File: config.mk
export PLATFORM = sky130hd
export DESIGN_NAME = fir_line_correlator_unit
export DESIGN_NICKNAME = d
export VERILOG_FILES = /design/src/flc_pkg.sv /design/src/flc_ctrl.sv /design/src/flc_datapath.sv /design/src/fir_line_correlator_unit.sv
export SDC_FILE = /design/constraint.sdc
export NUM_CORES = 1
export LEC_CHECK = 0
export BUFFER_PORTS_ARGS = -buffer_cell sky130_fd_sc_hd__buf_4
export CORE_MARGIN = 8
export CORE_UTILIZATION = 55
export CTS_CLUSTER_DIAMETER = 200
export CTS_CLUSTER_SIZE = 40
export DETAILED_ROUTE_END_ITERATION = 10
export GPL_TIMING_DRIVEN = 0
export PLACE_DENSITY = 0.74
export SLEW_MARGIN = 0
export SYNTH_ARGS = -nofsm -noshare
export SYNTH_HDL_FRONTEND = slang
export SYNTH_SLANG_ARGS = --single-unit
File: constraint.sdc
create_clock -name clk -period 7.5 [get_ports clk]
set_input_delay 0.375 -clock clk [delete_from_list [all_inputs] [get_ports clk]]
set_output_delay 0.375 -clock clk [all_outputs]
set_load 0.05 [all_outputs]
File: src/flc_pkg.sv
`default_nettype none
// ----------------------------------------------------------------------------
// flc_pkg: shared types and constants of the line correlator
// Request codes, controller states and the command/status bundles between
// controller and datapath.
// ----------------------------------------------------------------------------
package flc_pkg;

	localparam int TAPS_DEF  = 16;
	localparam int FRAC_DEF  = 14;
	localparam int CFG_W     = 5;
	localparam int DATA_W    = 16;
	localparam int CIDX_W    = 4;
	localparam int PROD_W    = 2 * DATA_W;

	localparam logic REQ_COEF   = 1'b0;
	localparam logic REQ_SAMPLE = 1'b1;

	localparam logic [CFG_W-1:0] TAP_COUNT_RESET = CFG_W'(1);

	typedef enum logic [1:0] {
		ST_IDLE,
		ST_RUN,
		ST_DRAIN,
		ST_WRITE
	} flc_state_t;

	typedef struct packed {
		logic push;
		logic wr_coef;
		logic clear_acc;
		logic issue;
		logic load_out;
	} flc_cmd_t;

	typedef struct packed {
		logic fire;
		logic busy;
		logic out_free;
	} flc_sts_t;

endpackage
`default_nettype wire

File: src/flc_ctrl.sv
`default_nettype none
// ----------------------------------------------------------------------------
// flc_ctrl: sequencing of the line correlator
// Holds the tap count register, accepts requests and steps the shared
// multiply-accumulate through the window one tap per cycle.
// ----------------------------------------------------------------------------
module flc_ctrl #(
	parameter int TAPS = flc_pkg::TAPS_DEF,
	parameter int IW   = (TAPS > 1) ? $clog2(TAPS) : 1
) (
	input  wire logic                     clk,
	input  wire logic                     arst_n,
	input  wire logic                     in_valid,
	output logic                          in_ready,
	input  wire logic                     req_type,
	input  wire logic                     cfg_valid,
	output logic                          cfg_ready,
	input  wire logic [flc_pkg::CFG_W-1:0] cfg_data,
	input  wire flc_pkg::flc_sts_t        sts,
	output flc_pkg::flc_cmd_t             cmd,
	output logic [IW-1:0]                 idx,
	output logic [IW-1:0]                 taps_m1
);
	import flc_pkg::*;

	flc_state_t       state_q, state_d;
	logic [CFG_W-1:0] tap_count_q;
	logic [IW-1:0]    idx_q;
	logic [6:0]       n_m1_w;
	logic             accept;

	assign cfg_ready = 1'b1;

	always_ff @(posedge clk or negedge arst_n) begin
		if (!arst_n) begin
			tap_count_q <= TAP_COUNT_RESET;
		end else if (cfg_valid && cfg_ready) begin
			tap_count_q <= cfg_data;
		end
	end

	// clamp to 1..TAPS
	always_comb begin
		if (tap_count_q == '0) begin
			n_m1_w = '0;
		end else if (32'(tap_count_q) > 32'(TAPS)) begin
			n_m1_w = 7'(TAPS - 1);
		end else begin
			n_m1_w = 7'(tap_count_q) - 7'd1;
		end
	end

	assign taps_m1 = n_m1_w[IW-1:0];
	assign accept  = in_valid && in_ready;
	assign idx     = idx_q;

	always_ff @(posedge clk or negedge arst_n) begin
		if (!arst_n) begin
			state_q <= ST_IDLE;
			idx_q   <= '0;
		end else begin
			state_q <= state_d;
			if (accept) begin
				idx_q <= '0;
			end else if (cmd.issue) begin
				idx_q <= idx_q + IW'(1);
			end
		end
	end

	always_comb begin
		state_d       = state_q;
		in_ready      = 1'b0;
		cmd           = '0;
		unique case (state_q)
			ST_IDLE: begin
				in_ready      = 1'b1;
				cmd.push      = in_valid && (req_type == REQ_SAMPLE);
				cmd.wr_coef   = in_valid && (req_type == REQ_COEF);
				cmd.clear_acc = in_valid;
				if (in_valid && (req_type == REQ_SAMPLE) && sts.fire) begin
					state_d = ST_RUN;
				end
			end
			ST_RUN: begin
				cmd.issue = 1'b1;
				if (idx_q == taps_m1) begin
					state_d = ST_DRAIN;
				end
			end
			ST_DRAIN: begin
				if (!sts.busy) begin
					state_d = ST_WRITE;
				end
			end
			ST_WRITE: begin
				if (sts.out_free) begin
					cmd.load_out = 1'b1;
					state_d      = ST_IDLE;
				end
			end
			default: begin
				state_d = ST_IDLE;
			end
		endcase
	end

	a_issue_in_window: assert property (@(posedge clk) disable iff (!arst_n)
		cmd.issue |-> (idx_q <= taps_m1))
		else $error("tap index beyond window");

	a_fire_starts_run: assert property (@(posedge clk) disable iff (!arst_n)
		(accept && (req_type == REQ_SAMPLE) && sts.fire) |=> (state_q == ST_RUN))
		else $error("full window did not start accumulation");

	a_no_accept_busy: assert property (@(posedge clk) disable iff (!arst_n)
		(state_q == ST_RUN) |-> !in_ready)
		else $error("request accepted during accumulation");

endmodule
`default_nettype wire

File: src/flc_datapath.sv
`default_nettype none
// ----------------------------------------------------------------------------
// flc_datapath: storage and arithmetic of the line correlator
// Weight memory, sample delay line, fill counter, pipelined multiply-
// accumulate, rounding, saturation and the result register.
// ----------------------------------------------------------------------------
module flc_datapath #(
	parameter int TAPS      = flc_pkg::TAPS_DEF,
	parameter int FRAC_BITS = flc_pkg::FRAC_DEF,
	parameter int IW        = (TAPS > 1) ? $clog2(TAPS) : 1
) (
	input  wire logic                             clk,
	input  wire logic                             arst_n,
	input  wire flc_pkg::flc_cmd_t                cmd,
	input  wire logic [IW-1:0]                    idx,
	input  wire logic [IW-1:0]                    taps_m1,
	output flc_pkg::flc_sts_t                     sts,
	input  wire logic                             line_start,
	input  wire logic [flc_pkg::CIDX_W-1:0]       coef_index,
	input  wire logic signed [flc_pkg::DATA_W-1:0] coef_value,
	input  wire logic signed [flc_pkg::DATA_W-1:0] sample,
	output logic                                  out_valid,
	input  wire logic                             out_ready,
	output logic signed [flc_pkg::DATA_W-1:0]     result,
	output logic                                  saturated
);
	import flc_pkg::*;

	localparam int CW    = $clog2(TAPS + 1);
	localparam int ACC_W = PROD_W + IW + 1;

	logic signed [DATA_W-1:0] weight_mem [TAPS];
	logic signed [DATA_W-1:0] window_q [TAPS];
	logic [CW-1:0]            fill_q, fill_d;
	logic [6:0]               cidx_w;
	logic                     coef_ok;
	logic [IW-1:0]            sel;
	logic signed [DATA_W-1:0] weight_s1, sample_s1;
	logic signed [PROD_W-1:0] product_s2;
	logic                     v_s1, v_s2;
	logic signed [ACC_W-1:0]  acc_q;
	logic signed [ACC_W-1:0]  rounded;
	logic                     out_valid_q;
	logic signed [DATA_W-1:0] result_q;
	logic                     saturated_q;
	logic signed [DATA_W-1:0] result_d;
	logic                     sat_d;

	assign cidx_w  = 7'(coef_index);
	assign coef_ok = 32'(cidx_w) < 32'(TAPS);

	always_ff @(posedge clk) begin
		if (cmd.wr_coef && coef_ok) begin
			weight_mem[cidx_w[IW-1:0]] <= coef_value;
		end
	end

	always_ff @(posedge clk) begin
		weight_s1 <= weight_mem[idx];
		sample_s1 <= window_q[sel];
	end

	// advance the delay line, newest at position zero
	always_ff @(posedge clk) begin
		if (cmd.push) begin
			window_q[0] <= sample;
			for (int k = 1; k < TAPS; k++) begin
				window_q[k] <= window_q[k-1];
			end
		end
	end

	always_comb begin
		if (line_start) begin
			fill_d = CW'(1);
		end else if (32'(fill_q) < 32'(TAPS)) begin
			fill_d = fill_q + CW'(1);
		end else begin
			fill_d = fill_q;
		end
	end

	always_ff @(posedge clk or negedge arst_n) begin
		if (!arst_n) begin
			fill_q <= '0;
		end else if (cmd.push) begin
			fill_q <= fill_d;
		end
	end

	assign sel = taps_m1 - idx;

	always_ff @(posedge clk or negedge arst_n) begin
		if (!arst_n) begin
			v_s1 <= 1'b0;
			v_s2 <= 1'b0;
		end else begin
			v_s1 <= cmd.issue;
			v_s2 <= v_s1;
		end
	end

	always_ff @(posedge clk) begin
		if (v_s1) begin
			product_s2 <= weight_s1 * sample_s1;
		end
	end

	always_ff @(posedge clk) begin
		if (cmd.clear_acc) begin
			acc_q <= '0;
		end else if (v_s2) begin
			acc_q <= acc_q + ACC_W'(product_s2);
		end
	end

	// round half up, floor shift, clip
	always_comb begin
		rounded = (acc_q + (ACC_W'(1) <<< (FRAC_BITS - 1))) >>> FRAC_BITS;
		if (rounded > ACC_W'(32767)) begin
			result_d = 16'sh7FFF;
			sat_d    = 1'b1;
		end else if (rounded < -ACC_W'(32768)) begin
			result_d = -16'sh8000;
			sat_d    = 1'b1;
		end else begin
			result_d = rounded[DATA_W-1:0];
			sat_d    = 1'b0;
		end
	end

	always_ff @(posedge clk or negedge arst_n) begin
		if (!arst_n) begin
			out_valid_q <= 1'b0;
		end else if (cmd.load_out) begin
			out_valid_q <= 1'b1;
		end else if (out_ready) begin
			out_valid_q <= 1'b0;
		end
	end

	always_ff @(posedge clk) begin
		if (cmd.load_out) begin
			result_q    <= result_d;
			saturated_q <= sat_d;
		end
	end

	assign out_valid = out_valid_q;
	assign result    = result_q;
	assign saturated = saturated_q;

	assign sts.fire     = {1'b0, fill_d} >= ({1'b0, CW'(taps_m1)} + (CW + 1)'(1));
	assign sts.busy     = v_s1 || v_s2;
	assign sts.out_free = !out_valid_q || out_ready;

	a_load_free_slot: assert property (@(posedge clk) disable iff (!arst_n)
		cmd.load_out |-> (!out_valid_q || out_ready))
		else $error("result register overwritten");

	a_fill_bound: assert property (@(posedge clk) disable iff (!arst_n)
		32'(fill_q) <= 32'(TAPS))
		else $error("fill count beyond window");

	a_idle_pipe_on_load: assert property (@(posedge clk) disable iff (!arst_n)
		cmd.load_out |-> !(v_s1 || v_s2))
		else $error("result taken before accumulation ended");

endmodule
`default_nettype wire

File: src/fir_line_correlator_unit.sv
`default_nettype none
// ----------------------------------------------------------------------------
// fir_line_correlator_unit: one-dimensional line correlator
// Correlates a padded sample line with a loaded table of Q2.14 weights.
// ----------------------------------------------------------------------------
// A weight write, and a sample that does not complete a window, leave the
// block idle and ready for the next request. A sample that completes a
// window of n taps is stepped through one shared multiply-accumulate, one
// tap per cycle, behind a registered weight memory read and a two-stage
// product and sum pipeline, then rounded; the result register frees the block
// at once unless the previous result is still waiting there.
module fir_line_correlator_unit #(
	parameter int TAPS      = flc_pkg::TAPS_DEF,
	parameter int FRAC_BITS = flc_pkg::FRAC_DEF
) (
	input  wire logic                              clk,
	input  wire logic                              arst_n,
	input  wire logic                              cfg_valid,
	output logic                                   cfg_ready,
	input  wire logic [flc_pkg::CFG_W-1:0]         cfg_data,
	input  wire logic                              in_valid,
	output logic                                   in_ready,
	input  wire logic                              req_type,
	input  wire logic                              line_start,
	input  wire logic [flc_pkg::CIDX_W-1:0]        coef_index,
	input  wire logic signed [flc_pkg::DATA_W-1:0] coef_value,
	input  wire logic signed [flc_pkg::DATA_W-1:0] sample,
	output logic                                   out_valid,
	input  wire logic                              out_ready,
	output logic signed [flc_pkg::DATA_W-1:0]      result,
	output logic                                   saturated
);
	import flc_pkg::*;

	localparam int IW = (TAPS > 1) ? $clog2(TAPS) : 1;

	flc_cmd_t      cmd;
	flc_sts_t      sts;
	logic [IW-1:0] idx;
	logic [IW-1:0] taps_m1;

	flc_ctrl #(
		.TAPS (TAPS),
		.IW   (IW)
	) u_ctrl (
		.clk       (clk),
		.arst_n    (arst_n),
		.in_valid  (in_valid),
		.in_ready  (in_ready),
		.req_type  (req_type),
		.cfg_valid (cfg_valid),
		.cfg_ready (cfg_ready),
		.cfg_data  (cfg_data),
		.sts       (sts),
		.cmd       (cmd),
		.idx       (idx),
		.taps_m1   (taps_m1)
	);

	flc_datapath #(
		.TAPS      (TAPS),
		.FRAC_BITS (FRAC_BITS),
		.IW        (IW)
	) u_datapath (
		.clk        (clk),
		.arst_n     (arst_n),
		.cmd        (cmd),
		.idx        (idx),
		.taps_m1    (taps_m1),
		.sts        (sts),
		.line_start (line_start),
		.coef_index (coef_index),
		.coef_value (coef_value),
		.sample     (sample),
		.out_valid  (out_valid),
		.out_ready  (out_ready),
		.result     (result),
		.saturated  (saturated)
	);

endmodule
`default_nettype wire
* Word level (Yosys, flattened, before mapping)
Memory sizes are Yosys's and may differ from the RTL's. A register that Yosys moved wholly into a read port is not among the register bits.
Cells that the tools add are included.
** Word-level totals
- Output and inout port bits :: 20
- RAM bits :: 512
- Input port bits :: 48
- Logic and storage cells :: 73
- Bits in registers :: 105
- Memories :: 2
** Cells by class
- Reductions and logical operators :: 13
- Eq/ne operators :: 8
- Multipliers :: 1
- Mux-type cells :: 24
- Add/sub/neg operators :: 7
- Magnitude comparators :: 6
- Bitwise logic cells :: 1
** Memories
- u_datapath.weight_mem :: depth 16, width 16, read ports 1, clocked after memory_dff 1, write ports 1, RTL line flc_datapath.sv:32 : logic signed [DATA_W-1:0] weight_mem [TAPS];
- u_datapath.window_q :: depth 16, width 16, read ports 16, clocked after memory_dff 1, write ports 16, RTL line flc_datapath.sv:33 : logic signed [DATA_W-1:0] window_q [TAPS];
** Operators by type and width (number)
- $add 37x15->37 const B :: 1
- $add 37x32->37 :: 1
- $mul 16x16->32 :: 1
- $gt 23x16->1 const B :: 1
- $lt 23x16->1 const B :: 1
- $mux 16 :: 1
- $mux 4 :: 4
- $mux 1 :: 11
- $mux 5 :: 2
- $mux 2 :: 4
- $pmux 2 s4 :: 1
- $ge 5x6->1 :: 1
- $add 4x1->5 const B :: 1
- $add 5x1->5 const B :: 1
- $gt 5x5->1 const B :: 1
- $logic_and 1x1->1 :: 5
- $logic_not 5->1 :: 1
- $lt 4x5->1 const B :: 1
- $lt 5x5->1 const B :: 1
- $add 4x1->4 const B :: 1
- $eq 2x2->1 const B :: 2
- $eq 4x4->1 :: 1
- $ne 2x1->1 const B :: 2
- $ne 2x2->1 const B :: 2
- 10 further kinds :: 12

* Logic depth before layout (Yosys ltp)
- Word-level depth :: 8
- Gate-level depth with buffers :: 24
- Depth with buffers taken out :: 23

* Modules after synthesis
From an unflattened synthesis, not the netlist that was laid out.
** Unflattened totals
- Cell total of the unflattened synthesis :: 2642
- Area total of the unflattened synthesis :: 36746.5 um2
** By module, submodules not included
- flc_datapath :: cells each 2560, sequential area each 18427.7 um2, instances 1, area an instance 35980.8 um2
- flc_ctrl :: cells each 82, sequential area each 276.5 um2, instances 1, area an instance 765.7 um2

* Worst setup path before layout
Ideal clock, no wire load.
- Kind :: flip-flop to flip-flop
- Start :: register u_ctrl.state_q[0]
- End :: register u_datapath.fill_q[2]
- Arrival :: 7321 ps
- Buffers on the path :: 1
- Required time :: 7409 ps
- Slack :: 88 ps
- Clock period less this slack :: 7412 ps
- Setup time :: 91 ps
- Cell stages (with the launch flop) :: 8
- Path through :: dfrtp_1 inv_1 ha_1 and2_1 clkbuf_1 nand2_1 inv_1 mux2_2
** RTL lines
- start: declaration :: RTL line flc_ctrl.sv:26 : flc_state_t state_q, state_d;
- start signal: assignment :: RTL line flc_ctrl.sv:62 : state_q <= state_d;
- end signal: assignment :: RTL line flc_datapath.sv:87 : fill_q <= fill_d;
- end: declaration :: RTL line flc_datapath.sv:34 : logic [CW-1:0] fill_q, fill_d;

* Worst setup path in the final report
- Start :: register u_datapath.weight_s1[5], read port of u_datapath.weight_mem
- End :: register u_datapath.product_s2[25], data pin
** On the way
- Word-level cells in the longest chain between the ends :: 1
** RTL lines
- start: declaration :: RTL line flc_datapath.sv:38 : logic signed [DATA_W-1:0] weight_s1, sample_s1;
- $mul 16x16->32 :: RTL line flc_datapath.sv:105 : product_s2 <= weight_s1 * sample_s1;
- end signal: assignment :: RTL line flc_datapath.sv:105
- end: declaration :: RTL line flc_datapath.sv:39 : logic signed [PROD_W-1:0] product_s2;
Every way passes these cells.
A chain may end at the register's enable or synchronous reset.

==> results.md <==
* RSZ-0062 raised after global routing: no
* Fill count at between 4000 and 5000
* Crit path DAT at between 7 and 8 ns
* Via count at between 20000 and 25000
* DR vias/cell at 5.92
* Num CTS Buffers at 20
* Core Box Area at 0.0656 mm^2
* R2R setup slack at around 0.31 ns
* Crit path buffers/inverters at 6
* ANT nets after route at 0
* Area Overhead vs Synth at 7.49%
* Cells on Worst Hold Path at 2
* Die height at ~270 um
* Clk_lat worst skew at about 0.61 ns
* Rows at between 90 and 100
* Grt ovf at 0
* CP cell instances: clkbuf_1 -> nand2_1 -> fa_1 -> inv_1 -> fa_1 -> inv_1 -> fa_1 -> inv_1 -> fa_1 -> fa_1 -> inv_1 -> fa_1 -> inv_1 -> ha_1 -> a2111oi_0 -> o21ai_1 -> a22o_1 -> a31oi_2 -> o21ai_2 -> a21oi_2 -> o21ai_2 -> or4_1 -> nand4_1
* WL/cell at 22.6 um
* Register area share after synthesis at between 50 and 60%
* Die Width at approximately 270 um
* Crit path required time at about 8.0 ns
* Clock Sink Count at ~650
* Final Max Slew Viols at 0
* Clk slew on worst S/H paths at 0.15 ns
* Async set or reset register ratio after synthesis at 2.93%
* RD Place Congestion at 0.938
* Post-Syn Nets at 3044
* CTS tree: done
* Initial antenna violation count at 2
* Post-Syn Instances at 2598
* Vias in the first global route at 22360
* Max incr delay on CP at around 0.56 ns
* Share of post-route cells with drive strength above 1 at between 10% and 20%
* I/O Buffers at 65
* Setup TNS at 0 ns
* Most common cell on crit path: fa_1
* ANT cells at 0
* Nets at about 3200
* Post-synth top flop: edfxtp_1
* Met3 wire length at 5510 um
* Drt first pass iters at 5
* Detailed Route WL at 81500 um
* Starting density of the core at a little under three fifths
* Min Tclk post-route at approximately 7 ns
* Max_cap viols at 0
* Synth Warn # at 0
* Hold Path Class: in2reg
* Synthesized area at approximately 0.036 mm^2
* Multi-input combinational cell area at roughly 0.016 mm^2
* Top routing layer used: met5
* Worst setup margin at 0.311 ns
* Post-DP HPWL at ~61000 um
* CP endpoint kind: flop
* Met2 WL at 41000 um
* Biggest area consumer among synthesized cells: edfxtp_1
* Slew HR at between 20% and 30%
* Post-Syn Area per Cell at roughly 14 um^2
* Commonest cells post-synth: edfxtp_1 (561), inv_1 (348), fa_1 (264), nand2_1 (170), mux4_2 (144)
* Status: complete, no violations
* Clock skew at between 0.07 and 0.08 ns
* Final critical-path share of the clock period at 95.9%
* Met1 WL at between 30000 and 40000 um
* Worst-margin pin slew at 1.12 ns
* Startpoint types: flop
* Synthesized flop and latch total at about 650
* Fmax at about 140 MHz
* Place WS at around 0.15 ns
* Yosys top cell area share at a little under half
* CTS H-tree depth at 1
* EDFF count, synth at 561
* Post-DP Area at between 0.03 and 0.04 mm^2
* Pin count of the biggest net entering global routing at between 100 and 150
* DRC errors left at 0
* DRT iter0 DRCs at 1874
* Setup violators final at 0
* Io pins at 68
* Critical path's top delay family: adder cells
* Root buf cell: clkbuf_16
* Stages on the worst setup path at 23
* Final Instance Area at about 0.04 mm^2
* Distinct cells, synth at 85
* Top post-synthesis cells by area: edfxtp_1 (46%), fa_1 (15%), mux4_2 (8.9%), ha_1 (4.6%), dfxtp_1 (3.8%)
* FF/Latch Area at about 0.019 mm^2
* Most common cell in the netlist: edfxtp_1
* First-pass GRT wire length at roughly 130000 um
* Clk buf depth at 3
* Crit Path Max Fanout at 10
* FF-to-FF path depth at 23
* Critical path type: reg2reg
* Gr usage total at a little over a fifth
* Die area at about 0.075 mm^2
* Final Hold Fails at 0
* Slowest cell on crit path: dfxtp_1
area by class of cell:
class / instances / share of cell area, %
multi-input combinational: 1506 / 41.0
sequential: 649 / 47.8
inverter: 349 / 3.37
timing repair buffer: 103 / 2.49
buffer: 94 / 1.01
clock inverter: 2 / 0.0927
clock buffer: 34 / 1.47
tap: 864 / 2.76
logic make-up (layout without fill, tap and decap cells):
family	count (synthesis)	after routing	share of synthesized area, %
multiplexers	184	184	10.0
AO/OA/AOI/OAI	283	283	4.98
adder cells (fa/ha/maj)	399	399	19.1
XOR/XNOR	82	82	1.97
flip-flops	649	649	51.4
AND/OR/NAND/NOR	557	557	7.82
buffers and inverters	443	582	4.67
other	1	1	0.0103
placed cells by master (no fill, tap or decap), types with 21 or more instances in the layout:
cell type,count
a21o_1,29
inv_1,347
mux4_2,144
nand2_1,170
nand3_1,24
xor2_1,35
ha_1,134
o21ai_0,56
fa_1,264
a211oi_1,26
a21oi_1,85
and2_1,127
buf_4,68
nor2b_1,21
clkbuf_1,77
clkbuf_16,21
dfxtp_1,69
mux2i_1,32
nor2_1,91
xnor2_1,47
edfxtp_1,561
nor3_1,24
state kept, by name (all words and copies together) (netlist names):
| register | cells |
|---|---|
| u_datapath.v_s2 | 1 |
| u_datapath.result | 16 |
| u_datapath.sample_s1 | 16 |
| u_ctrl.idx | 4 |
| u_datapath.acc_q | 37 |
| u_ctrl.state_q | 2 |
| u_datapath.out_valid | 1 |
| u_datapath.v_s1 | 1 |
| u_datapath.weight_mem | 256 |
| u_datapath.saturated | 1 |
| u_ctrl.tap_count_q | 5 |
| u_datapath.product_s2 | 32 |
| u_datapath.weight_s1 | 16 |
| u_datapath.window_q | 256 |
| u_datapath.fill_q | 5 |
timing repair:
item | in CTS | in global routing
endpoints found under the setup margin | 0 | 3
endpoints found under the hold margin | 38 | 0
hold buffers | 20 | 0
setup buffers | 0 | 0
resized for setup | 0 | 6
layer usage:
| layer | global-route usage, % | vias up |
|---|---|---|
| met5 | 0 | - |
| met4 | 5.45 | 2 |
| met3 | 2.78 | 129 |
| met2 | 37.8 | 771 |
| met1 | 29.2 | 11026 |
| li1 | - | 9395 |
worst paths after layout:
check | from | end
setup / recovery | u_datapath.weight_s1[5] | u_datapath.product_s2[25]
hold / removal | cfg_data[4] | u_ctrl.tap_count_q[4]
setup reg to reg | u_datapath.weight_s1[5] | u_datapath.product_s2[25]
hold reg to reg | u_datapath.window_q[6][14] | u_datapath.window_q[7][14]
max in group asynchronous | arst_n | u_ctrl.tap_count_q[0]
min in group asynchronous | arst_n | u_ctrl.idx[3]
worst register-to-register path, cell delays in order (launching register included):
cell	delay (ns)
dfxtp_1	0.56
clkbuf_1	0.54
nand2_1	0.15
fa_1	0.52
inv_1	0.05
fa_1	0.50
inv_1	0.06
fa_1	0.52
inv_1	0.06
fa_1	0.51
fa_1	0.54
inv_1	0.05
fa_1	0.53
inv_1	0.05
ha_1	0.38
a2111oi_0	0.42
o21ai_1	0.12
a22o_1	0.23
a31oi_2	0.29
o21ai_2	0.19
a21oi_2	0.22
o21ai_2	0.12
or4_1	0.40
nand4_1	0.09
metrics by stage:
stage,cells,utilization (%),hold WS (ns)
5_1_grt,3601,59.6,0.00663
3_5_place_dp,3545,58.4,0.308
2_1_floorplan,2598,-,0.0794
3_3_place_gp,3527,57.9,0.305
4_1_cts,3601,59.6,0.000784
6_report,3601,59.6,0.0287
Power is left out: the tool's default activity adds up to more than one toggle a clock period on the data nets, which glitch-free logic cannot reach.
